==> config.mk <==
export PLATFORM = sky130hd
export DESIGN_NAME = rfid_access_lock_controller
export DESIGN_NICKNAME = d
export VERILOG_FILES = /design/src/hw/rtl/ralc_pkg.sv /design/src/hw/rtl/ralc_key_cell.sv /design/src/hw/rtl/rfid_access_lock_controller.sv
export VERILOG_INCLUDE_DIRS = /design/src /design/src/hw/rtl
export SDC_FILE = /design/constraint.sdc
export NUM_CORES = 1
export LEC_CHECK = 0
export BUFFER_PORTS_ARGS = -buffer_cell sky130_fd_sc_hd__buf_2
export CAP_MARGIN = 20
export CELL_PAD_IN_SITES_DETAIL_PLACEMENT = 1
export CELL_PAD_IN_SITES_GLOBAL_PLACEMENT = 1
export CORE_MARGIN = 2
export CORE_UTILIZATION = 41
export CTS_CLUSTER_SIZE = 10
export DETAILED_ROUTE_END_ITERATION = 12
export PLACE_DENSITY_LB_ADDON = 0.1
export SLEW_MARGIN = 15
export SYNTH_ARGS = -nofsm -noshare
export SYNTH_HDL_FRONTEND = slang
export SYNTH_HIERARCHICAL = 1
export SYNTH_SLANG_ARGS = --single-unit
==> constraint.sdc <==
create_clock -name clock -period 4.4 [get_ports clock]
set_clock_uncertainty 0.05 [all_clocks]
set_input_delay 0.22 -clock clock [delete_from_list [all_inputs] [get_ports clock]]
set_output_delay 0.22 -clock clock [all_outputs]
set_load 0.005 [all_outputs]
==> src/hw/rtl/rfid_access_lock_controller_assert.svh <==
// ----------------------------------------------------------------------------
// Assertion macros for the card lock controller
// Clocked on clock, disabled while reset is high.
// ----------------------------------------------------------------------------
`ifndef RFID_ACCESS_LOCK_CONTROLLER_ASSERT_SVH
`define RFID_ACCESS_LOCK_CONTROLLER_ASSERT_SVH

// antecedent implies consequent in the same cycle
`define RALC_ASSERT_NOW(label, ante, cons, msg) \
   label: assert property (@(posedge clock) disable iff (reset) (ante) |-> (cons)) \
      else $error(msg);

// antecedent implies consequent in the next cycle
`define RALC_ASSERT_NEXT(label, ante, cons, msg) \
   label: assert property (@(posedge clock) disable iff (reset) (ante) |=> (cons)) \
      else $error(msg);

`endif

==> src/hw/rtl/ralc_pkg.sv <==
// ----------------------------------------------------------------------------
// ralc_pkg
// Types and constants shared by the card lock controller and its key cells.
// ----------------------------------------------------------------------------
package ralc_pkg;

   localparam int UID_W    = 32;
   localparam int LEVEL_W  = 10;
   localparam int RESULT_W = 3;
   localparam int PULSE_W  = 3;
   localparam int COUNT_W  = 3;
   localparam int TICK_W   = 8;
   localparam int CSR_ADDR_W = 3;
   localparam int CSR_DATA_W = 32;

   localparam logic [LEVEL_W-1:0] PRESSED_LEVEL = 10'd1023;
   localparam logic [PULSE_W-1:0] REJECT_PULSES    = 3'd5;
   localparam logic [PULSE_W-1:0] INTRUSION_PULSES = 3'd1;
   localparam logic [UID_W-1:0]   MASTER_RESET = 32'h635D62A7;
   localparam logic [TICK_W-1:0]  LIMIT_RESET  = 8'd50;

   localparam logic [RESULT_W-1:0] RES_NONE     = 3'd0;
   localparam logic [RESULT_W-1:0] RES_ACCEPTED = 3'd1;
   localparam logic [RESULT_W-1:0] RES_REJECTED = 3'd2;
   localparam logic [RESULT_W-1:0] RES_ENROLLED = 3'd3;
   localparam logic [RESULT_W-1:0] RES_KNOWN    = 3'd4;
   localparam logic [RESULT_W-1:0] RES_FULL     = 3'd5;

   // register index is address bit 2
   localparam logic REG_MASTER_KEY      = 1'b0;
   localparam logic REG_INTRUSION_LIMIT = 1'b1;

   // lookup travelling along the key cells
   typedef struct packed {
      logic             valid;
      logic             hit;
      logic [UID_W-1:0] uid;
   } probe_type;

endpackage

==> src/hw/rtl/ralc_key_cell.sv <==
// ----------------------------------------------------------------------------
// ralc_key_cell
// One enrolled key slot: compares the passing lookup and hands it on.
// ----------------------------------------------------------------------------
module ralc_key_cell import ralc_pkg::*; (
   input  logic             clock,
   input  logic             reset,
   input  logic             active,
   input  logic             wr_en,
   input  logic [UID_W-1:0] wr_key,
   input  probe_type        probe_in,
   output probe_type        probe_out
);

   logic [UID_W-1:0] key_ff;
   logic             valid_ff;
   logic             hit_ff;
   logic [UID_W-1:0] uid_ff;
   logic             hit_in;

   assign hit_in = probe_in.hit | (active & (key_ff == probe_in.uid));

   always_ff @(posedge clock) begin
      if (wr_en) begin
         key_ff <= wr_key;
      end
   end

   always_ff @(posedge clock) begin
      if (reset) begin
         valid_ff <= 1'b0;
      end else begin
         valid_ff <= probe_in.valid;
      end
   end

   always_ff @(posedge clock) begin
      hit_ff <= hit_in;
      uid_ff <= probe_in.uid;
   end

   assign probe_out.valid = valid_ff;
   assign probe_out.hit   = hit_ff;
   assign probe_out.uid   = uid_ff;

endmodule

==> src/hw/rtl/rfid_access_lock_controller.sv <==
// Path: an accepted item walks the key cells, then the chain-end capture register, then the
// decision stage, which fills the output register and raises rsp_valid once it is free
// (the master compare rides with the accept). Only one item is in flight at a time; the next item
// is taken once the result sits in the output register.
// Reset: synchronous; locked, no keys enrolled, registers back to default values.
// ----------------------------------------------------------------------------
// rfid_access_lock_controller
// Card lock: key lookup along a row of key cells, enrolment, light supervision.
// ----------------------------------------------------------------------------
module rfid_access_lock_controller import ralc_pkg::*; #(
   parameter int MAX_KEYS = 8
) (
   input  logic                  clock,
   input  logic                  reset,
   input  logic                  req_valid,
   output logic                  req_ready,
   input  logic                  req_card_present,
   input  logic [UID_W-1:0]      req_card_id,
   input  logic [LEVEL_W-1:0]    req_add_level,
   input  logic [LEVEL_W-1:0]    req_photo_level,
   input  logic [LEVEL_W-1:0]    req_light_reference,
   output logic                  rsp_valid,
   input  logic                  rsp_ready,
   output logic [RESULT_W-1:0]   rsp_card_result,
   output logic                  rsp_armed,
   output logic                  rsp_intrusion,
   output logic [PULSE_W-1:0]    rsp_buzzer_pulses,
   output logic                  rsp_is_locked,
   output logic                  rsp_door_opened,
   output logic [COUNT_W-1:0]    rsp_enrolled_count,
   input  logic                  psel,
   input  logic                  penable,
   input  logic                  pwrite,
   input  logic [CSR_ADDR_W-1:0] paddr,
   input  logic [CSR_DATA_W-1:0] pwdata,
   output logic [CSR_DATA_W-1:0] prdata,
   output logic                  pready
);

   localparam int NK = MAX_KEYS - 1;
   localparam int CW = $clog2(MAX_KEYS);

   localparam logic [1:0] ST_IDLE = 2'd0;
   localparam logic [1:0] ST_SCAN = 2'd1;
   localparam logic [1:0] ST_DONE = 2'd2;

   logic [1:0]        state_ff, state_in;
   logic [UID_W-1:0]  master_key_ff;
   logic [TICK_W-1:0] limit_ff;
   logic [CW-1:0]     key_count_ff, key_count_in;
   logic              lock_ff, lock_in;
   logic              open_ff, open_in;
   logic [TICK_W-1:0] ticks_ff, ticks_in;

   logic              present_ff;
   logic              pressed_ff;
   logic              lit_ff;
   logic              hit_ff;
   logic [UID_W-1:0]  uid_ff;

   logic                rsp_valid_ff;
   logic [RESULT_W-1:0] result_ff, result_in;
   logic                armed_ff, armed_in;
   logic                intrusion_ff, intrusion_in;
   logic [PULSE_W-1:0]  pulses_ff, pulses_in;

   probe_type chain [NK+1];

   logic accept, slot_free, finish, csr_we;
   logic enroll, full, enroll_we, lock_mid, open_mid;
   logic [TICK_W-1:0] ticks_inc;

   // ---------------------------------------------------------------- csr
   assign pready = 1'b1;
   assign csr_we = psel & penable & pwrite;
   assign prdata = (paddr[2] == REG_INTRUSION_LIMIT) ?
                   {{(CSR_DATA_W-TICK_W){1'b0}}, limit_ff} : master_key_ff;

   always_ff @(posedge clock) begin
      if (reset) begin
         master_key_ff <= MASTER_RESET;
         limit_ff      <= LIMIT_RESET;
      end else if (csr_we) begin
         if (paddr[2] == REG_MASTER_KEY) begin
            master_key_ff <= pwdata;
         end else begin
            limit_ff <= pwdata[TICK_W-1:0];
         end
      end
   end

   // ---------------------------------------------------------------- control
   assign req_ready = (state_ff == ST_IDLE);
   assign accept    = req_valid & req_ready;
   assign slot_free = ~rsp_valid_ff | rsp_ready;
   assign finish    = (state_ff == ST_DONE) & slot_free;

   always_comb begin
      state_in = state_ff;
      case (state_ff)
         ST_IDLE: begin
            if (accept) state_in = ST_SCAN;
         end
         ST_SCAN: begin
            if (chain[NK].valid) state_in = ST_DONE;
         end
         ST_DONE: begin
            if (slot_free) state_in = ST_IDLE;
         end
         default: state_in = ST_IDLE;
      endcase
   end

   // master compare enters with the lookup
   assign chain[0].valid = accept;
   assign chain[0].hit   = (req_card_id == master_key_ff);
   assign chain[0].uid   = req_card_id;

   always_ff @(posedge clock) begin
      if (accept) begin
         present_ff <= req_card_present;
         pressed_ff <= (req_add_level == PRESSED_LEVEL);
         lit_ff     <= (req_photo_level < req_light_reference);
      end
      if (chain[NK].valid) begin
         hit_ff <= chain[NK].hit;
         uid_ff <= chain[NK].uid;
      end
   end

   // ---------------------------------------------------------------- key cells
   for (genvar i = 0; i < NK; i++) begin : g_cell
      ralc_key_cell u_cell (
         .clock     (clock),
         .reset     (reset),
         .active    (CW'(i) < key_count_ff),
         .wr_en     (finish & enroll_we & (key_count_ff == CW'(i))),
         .wr_key    (uid_ff),
         .probe_in  (chain[i]),
         .probe_out (chain[i+1])
      );
   end

   // ---------------------------------------------------------------- decision
   assign enroll = ~lock_ff & pressed_ff;
   assign full   = (key_count_ff == CW'(NK));

   always_comb begin
      result_in    = RES_NONE;
      pulses_in    = '0;
      enroll_we    = 1'b0;
      lock_mid     = lock_ff;
      open_mid     = open_ff;
      key_count_in = key_count_ff;
      if (present_ff) begin
         if (enroll) begin
            if (hit_ff) begin
               result_in = RES_KNOWN;
            end else if (full) begin
               result_in = RES_FULL;
            end else begin
               result_in    = RES_ENROLLED;
               enroll_we    = 1'b1;
               key_count_in = key_count_ff + CW'(1);
            end
         end else if (hit_ff) begin
            result_in = RES_ACCEPTED;
            lock_mid  = 1'b0;
            open_mid  = 1'b0;
         end else begin
            result_in = RES_REJECTED;
            lock_mid  = 1'b1;
            pulses_in = REJECT_PULSES;
         end
      end

      lock_in  = lock_mid;
      open_in  = open_mid;
      armed_in = 1'b0;
      if (lit_ff & ~lock_mid) begin
         open_in = 1'b1;
      end
      if (~lit_ff & ~lock_mid & open_mid) begin
         open_in  = 1'b0;
         lock_in  = 1'b1;
         armed_in = 1'b1;
      end

      ticks_inc    = (lit_ff & lock_in) ? ticks_ff + TICK_W'(1) : '0;
      intrusion_in = lit_ff & lock_in & (ticks_inc == limit_ff);
      ticks_in     = intrusion_in ? '0 : ticks_inc;
      if (intrusion_in) begin
         pulses_in = pulses_in + INTRUSION_PULSES;
      end
   end

   always_ff @(posedge clock) begin
      if (reset) begin
         state_ff     <= ST_IDLE;
         key_count_ff <= '0;
         lock_ff      <= 1'b1;
         open_ff      <= 1'b0;
         ticks_ff     <= '0;
         rsp_valid_ff <= 1'b0;
      end else begin
         state_ff <= state_in;
         if (finish) begin
            key_count_ff <= key_count_in;
            lock_ff      <= lock_in;
            open_ff      <= open_in;
            ticks_ff     <= ticks_in;
            rsp_valid_ff <= 1'b1;
         end else if (rsp_ready) begin
            rsp_valid_ff <= 1'b0;
         end
      end
   end

   always_ff @(posedge clock) begin
      if (finish) begin
         result_ff    <= result_in;
         armed_ff     <= armed_in;
         intrusion_ff <= intrusion_in;
         pulses_ff    <= pulses_in;
      end
   end

   assign rsp_valid          = rsp_valid_ff;
   assign rsp_card_result    = result_ff;
   assign rsp_armed          = armed_ff;
   assign rsp_intrusion      = intrusion_ff;
   assign rsp_buzzer_pulses  = pulses_ff;
   assign rsp_is_locked      = lock_ff;
   assign rsp_door_opened    = open_ff;
   assign rsp_enrolled_count = COUNT_W'(key_count_ff);

   // ---------------------------------------------------------------- checks
`include "rfid_access_lock_controller_assert.svh"

   `RALC_ASSERT_NOW(a_count_range, 1'b1, key_count_ff <= CW'(NK), "key count beyond table")
   `RALC_ASSERT_NEXT(a_accept_scan, accept, state_ff == ST_SCAN, "accepted item not scanning")
   `RALC_ASSERT_NOW(a_exit_scan, chain[NK].valid, state_ff == ST_SCAN, "stray lookup at chain end")
   `RALC_ASSERT_NOW(a_intr_locked, rsp_valid_ff && intrusion_ff, lock_ff, "intrusion while unlocked")
   `RALC_ASSERT_NOW(a_reject_locked, rsp_valid_ff && result_ff == RES_REJECTED, lock_ff,
      "rejected card left lock open")

endmodule
# Word-level counts from Yosys, hierarchy flattened
# Cells that the tools add are included.
# word_totals
elab_cells	156
input_bits	105
regBits	562
output_inout_bits	48
# op_classes
n_lt_le_gt_ge	8
eq_ne	22
n_reduce_logical	7
muxes	31
addsub	3
n_bitwise	40
# ops
op	n
== test 32 bit	8
2-to-1 mux 32 bit	1
AND 1 bit	25
2-to-1 mux 3 bit	7
2-to-1 mux 1 bit	16
2-to-1 mux 8 bit	2
== test 3 bit (second input constant)	4
== test 10 bit (second input constant)	1
< comparator 10 bit	1
< comparator 3 bit (first input constant)	3
adder 8 x 1 -> 8 bit (second input constant)	1
== test 8 bit	1
2-to-1 mux 2 bit	4
bitwise OR 1 bit	8
NOT 1 bit	7
adder 3 x 1 -> 3 bit (second input constant)	2
== test 3 x 2 -> 1 bit (second input constant)	2
< comparator 1 x 3 -> 1 bit (first input constant)	2
< comparator 2 x 3 -> 1 bit (first input constant)	2
one-hot mux 2 bit (3 select lines)	1
AND reduction 5 bit	1
inequality test 2 x 1 -> 1 bit (second input constant)	2
AND reduction 2 bit	2
== test 3 x 1 -> 1 bit (second input constant)	1
other kinds (7)	7

# Depth between registers and ports, before layout
# logic_depth
depth_word	13
ltp_mapped	9
depth_no_buf	8

# Cells and area by module
# Netlist, hierarchy kept.
# modules_own_cells
mod	area_per_inst_um2	cells_per_inst	instances	seq_area_each_um2
ralc_key_cell	2018.2	113	7	1641.6
rfid_access_lock_controller	4853.4	501	1	2442.3

# Worst setup path after synthesis
# Ideal clock, no wire load.
# synth_path
kind	flip-flop to flip-flop
start	reg key_count_ff[0] (netlist: rsp_enrolled_count[0])
end	reg g_cell[1].u_cell.key_ff[0], enable pin
n_path_buf	0
setup_ps	502
path_stages_with_launch	5
period_less_slack_ps	4835
path_slack_ps	-435
arrival_ps	4284
t_required_ps	3848
path_cell_list	dfxtp_1 > ha_1 > ha_1 > or3_1 > nor4_1
# synth_via
elab_chain_len	7
elab_cells_between_ends	8
classes_between	2 x eq/ne; 4 x mux; 2 x bitwise
# synth_lines
element	line_no	text
from (decl)	rfid_access_lock_controller.sv:50	logic [CW-1:0] key_count_ff, key_count_in;
from (signal assigned)	rfid_access_lock_controller.sv:208	key_count_ff <= key_count_in;
== test 3 bit	rfid_access_lock_controller.sv:146	assign full = (key_count_ff == CW'(NK));
2-to-1 mux 1 bit	rfid_access_lock_controller.sv:159	end else if (full) begin
2-to-1 mux 1 bit	rfid_access_lock_controller.sv:157	if (hit_ff) begin
2-to-1 mux 1 bit	rfid_access_lock_controller.sv:156	if (enroll) begin
2-to-1 mux 1 bit	rfid_access_lock_controller.sv:155	if (present_ff) begin
AND 1 bit	rfid_access_lock_controller.sv:137	.wr_en (finish & enroll_we & (key_count_ff == CW'(i))),
AND 1 bit *	rfid_access_lock_controller.sv:137	
to (signal assigned)	ralc_key_cell.sv:25	key_ff <= wr_key;
to (decl)	ralc_key_cell.sv:15	logic [UID_W-1:0] key_ff;
# Every way passes the cells marked *; elsewhere a longest branch is shown, timed or not.
# A chain may end at the register's enable or synchronous reset.

# Worst setup path after layout
# layout_path
start	reg key_count_ff[1] (netlist: rsp_enrolled_count[1])
end	reg g_cell[6].u_cell.key_ff[10], enable pin
# layout_via
elab_chain_len	7
elab_cells_between_ends	8
classes_between	2 x eq/ne; 4 x mux; 2 x bitwise
# layout_lines
element	line_no
== test 3 bit	rfid_access_lock_controller.sv:146
2-to-1 mux 1 bit	rfid_access_lock_controller.sv:159
2-to-1 mux 1 bit	rfid_access_lock_controller.sv:157
2-to-1 mux 1 bit	rfid_access_lock_controller.sv:156
2-to-1 mux 1 bit	rfid_access_lock_controller.sv:155
AND 1 bit	rfid_access_lock_controller.sv:137
AND 1 bit *	rfid_access_lock_controller.sv:137
to (signal assigned)	ralc_key_cell.sv:25
to (decl)	ralc_key_cell.sv:15
# Marks and branches as above.

==> run metrics <==
core footprint=45,600 sq um; final antenna-violating net count=0; Post-synth EDFFs=268; Iteration-0 DRC Markers=526; Die ar.=48,000 sq um; Mapped Cells=1,292; # resized after CTS=0; total I/O pin count=153; Setup TNS=0 ps; leading post-synthesis cells by cell area=edfxtp_1 (42%), dfxtp_1 (31%), xnor2_1 (9.5%); Post-synth top flop=dfxtp_1; DP HPWL=31,100 um; Clock Path Buffers=3; post-synthesis sequential area ratio=0.734; Post-CTS Setup Bufs=0; largest net degree at the start of global routing=36; remaining global-route overflow=0; Compound-Gate Fraction of Synth Area=0.0244; Sink Count=562; final setup fails=0; static leakage=8.39 nW; Worst-Skew Late Latency=570 ps; synth unique cells=54; layout cells sized above 1=0.162; Final Cycle Share=0.724; Die H=219 um; Fmax=0.314 GHz; fraction of registers with async set/reset=0; Commonest cells post-synth=dfxtp_1 (294), edfxtp_1 (268), xnor2_1 (206); power per cell area=479 nW/um^2; vias in the first global route=11,387; Fin. Hold Viols=0; WL per Instance=21.1 um; crit-path max cell delay=960 ps; CP endpoint kind=flip-flop; Slew @ Worst Pin=1030 ps; CTS Root Cell=clkbuf_16; # diodes=0; most common cell in the netlist=dfxtp_1; Pre-antenna DRT Iters=5; Logic pwr share=0.034; top cell type's share of synthesized area=0.424; post-synth top area cell=edfxtp_1; Slew headroom=0.313; Adder-Cell Fraction of Synth Area=0.00989; largest family of logic cells by synthesized area=XOR/XNOR gates; part of the power in registers=0.510; synthesized flop and latch total=562; total CTS buffers=67; Final Slew Violations=0; port bufs=149; RSZ-0062 raised after global routing=false; routed via count=10,664; synth-to-layout area growth=21.7%; post-synthesis cell area=19,000 sq um; post-synthesis xor/xnor area fraction=0.125; initial antenna violation count=1; clk slew on worst S/H paths=50 ps; DIE WIDTH=219 um; Cells after DPL=2,010; syn nets=1,412; nets=1,672; switching power=2.26 mW; CTS tree=yes; # hold bufs at CTS=72; crit-path max FO=32; switching share of power=0.204; CP max stage cell=and3_2; Initial Util=0.416; Worst VDD drop=0.250 mV; most repeated library cell on the critical path=ha_1; HP Class=input pin to flip-flop; Final Util=0.507; syn avg cell area=14.7 sq um; first-pass GRT wire length=69,400 um; CP Cell Sequence=ha_1 > ha_1 > or3_1 > nor2_1 > and3_2; minimum clock period=3180 ps; RD Place Congestion=0.766; H-tree level count=3; Max-Cap Viols=0; total power=11.1 mW; Rows=78; mux contribution to synthesized area=0.00633; YS warnings=6; routed vias/inst=4.84; outcome=finished, final reports clean; Critical Path RT=4540 ps; worst setup path category=flip-flop to flip-flop; Post-Route WL=46,500 um; DRC=0; Clk pwr share=0.456; Worst Path Arrival=3320 ps; GRT Util Overall=0.200; Post-Synth Simple-Gate Area=0.0855; Non-Filler Instances=2,202; Pint=8.81 mW; crit start category=flip-flop
==> metal layers <==
metal | vias up | wire length [um] | GRT usage
met5 | - | 0 | 0
met4 | 0 | 1270 | 0.0689
met3 | 88 | 2150 | 0.0442
met2 | 252 | 22300 | 0.328
met1 | 5281 | 20800 | 0.260
li1 | 5043 | - | -
==> metrics by stage <==
| stage | area (sq um) | hold slack, ps | setup WS [ps] |
|---|---|---|---|
| 4_1_cts | 23100 | 126 | 1210 |
| 3_3_place_gp | 20300 | 302 | 1330 |
| 5_1_grt | 23100 | 118 | 1070 |
| 3_5_place_dp | 20300 | 304 | 1240 |
| 6_report | 23100 | 134 | 1220 |
| 2_1_floorplan | 19000 | 198 | 114 |
==> cell type report <==
cell class,instances,area (sq um)
multi-input combinational,672,4800
tap,600,751
clock buffer,115,1950
fill,4471,22500
timing repair buffer,227,1530
clock inverter,4,47.5
inverter,22,82.6
sequential,562,13900
==> state kept, by name, indices dropped and copies added (netlist names), 7 cells and up <==
signal	cells
uid_ff	32
master_key_ff	32
ticks_ff	8
g_cell.u_cell/key_ff	224
g_cell.u_cell/uid_ff	224
limit_ff	8
g_cell.u_cell/valid_ff	7
g_cell.u_cell/hit_ff	7
==> final timing paths <==
path | start | endpoint | slack [ps] | cells past startpoint
hold / removal | req_photo_level[8] | lit_ff | 130 | 3
setup / recovery | rsp_enrolled_count[1] | g_cell[6].u_cell/key_ff[10] | 1220 | 5
setup reg to reg | rsp_enrolled_count[1] | g_cell[6].u_cell/key_ff[10] | 1220 | 5
hold reg to reg | g_cell[3].u_cell/uid_ff[23] | g_cell[4].u_cell/uid_ff[23] | 300 | 0
==> kinds of logic after synthesis <==
kind of cell / after synthesis
buffers and inverters: 58
other: 1
flip-flops: 562
XOR/XNOR: 269
multiplexers: 11
AND/OR/NAND/NOR: 309
AO/OA/AOI/OAI: 67
adder cells (fa/ha/maj): 15
==> layout by cell type, fill, tap and decap left out, types with 5 or more instances in the layout <==
cell,synthesis,final
nor3_1,15,14
clkbuf_16,0,71
ha_1,15,15
edfxtp_1,268,268
nand4_1,50,50
dfxtp_1,294,293
dlygate4sd3_1,0,72
nand3_1,31,31
nor2_1,17,16
buf_4,16,5
xor2_1,62,62
clkbuf_1,17,43
a31o_1,7,7
nor4_1,23,22
and2_1,8,6
nand2_1,98,98
a21o_1,5,5
inv_1,21,21
a21oi_1,28,28
and3_1,14,11
nor2b_1,34,34
xnor2_1,206,206
nand2b_1,6,5
mux2_2,8,8
buf_2,1,149
==> critical path: cells and delay by family (launching register included) <==
family | cells | cell delay (ps)
adders and majority gates | 2 | 450
DFF | 1 | 430
and+or+nand+nor | 3 | 1840
==> power groups by stage <==
stage | clock network (mW) | logic [mW] | registers [mW]
3_5_place_dp | 0 | 0.334 | 5.76
6_report | 5.05 | 0.381 | 5.65
3_3_place_gp | 0 | 0.328 | 5.75
4_1_cts | 5.18 | 0.385 | 5.65
2_1_floorplan | 0 | 0.179 | 5.73
5_1_grt | 5.38 | 0.418 | 5.66
No activity file was read; power rests on OpenSTA's default activity.
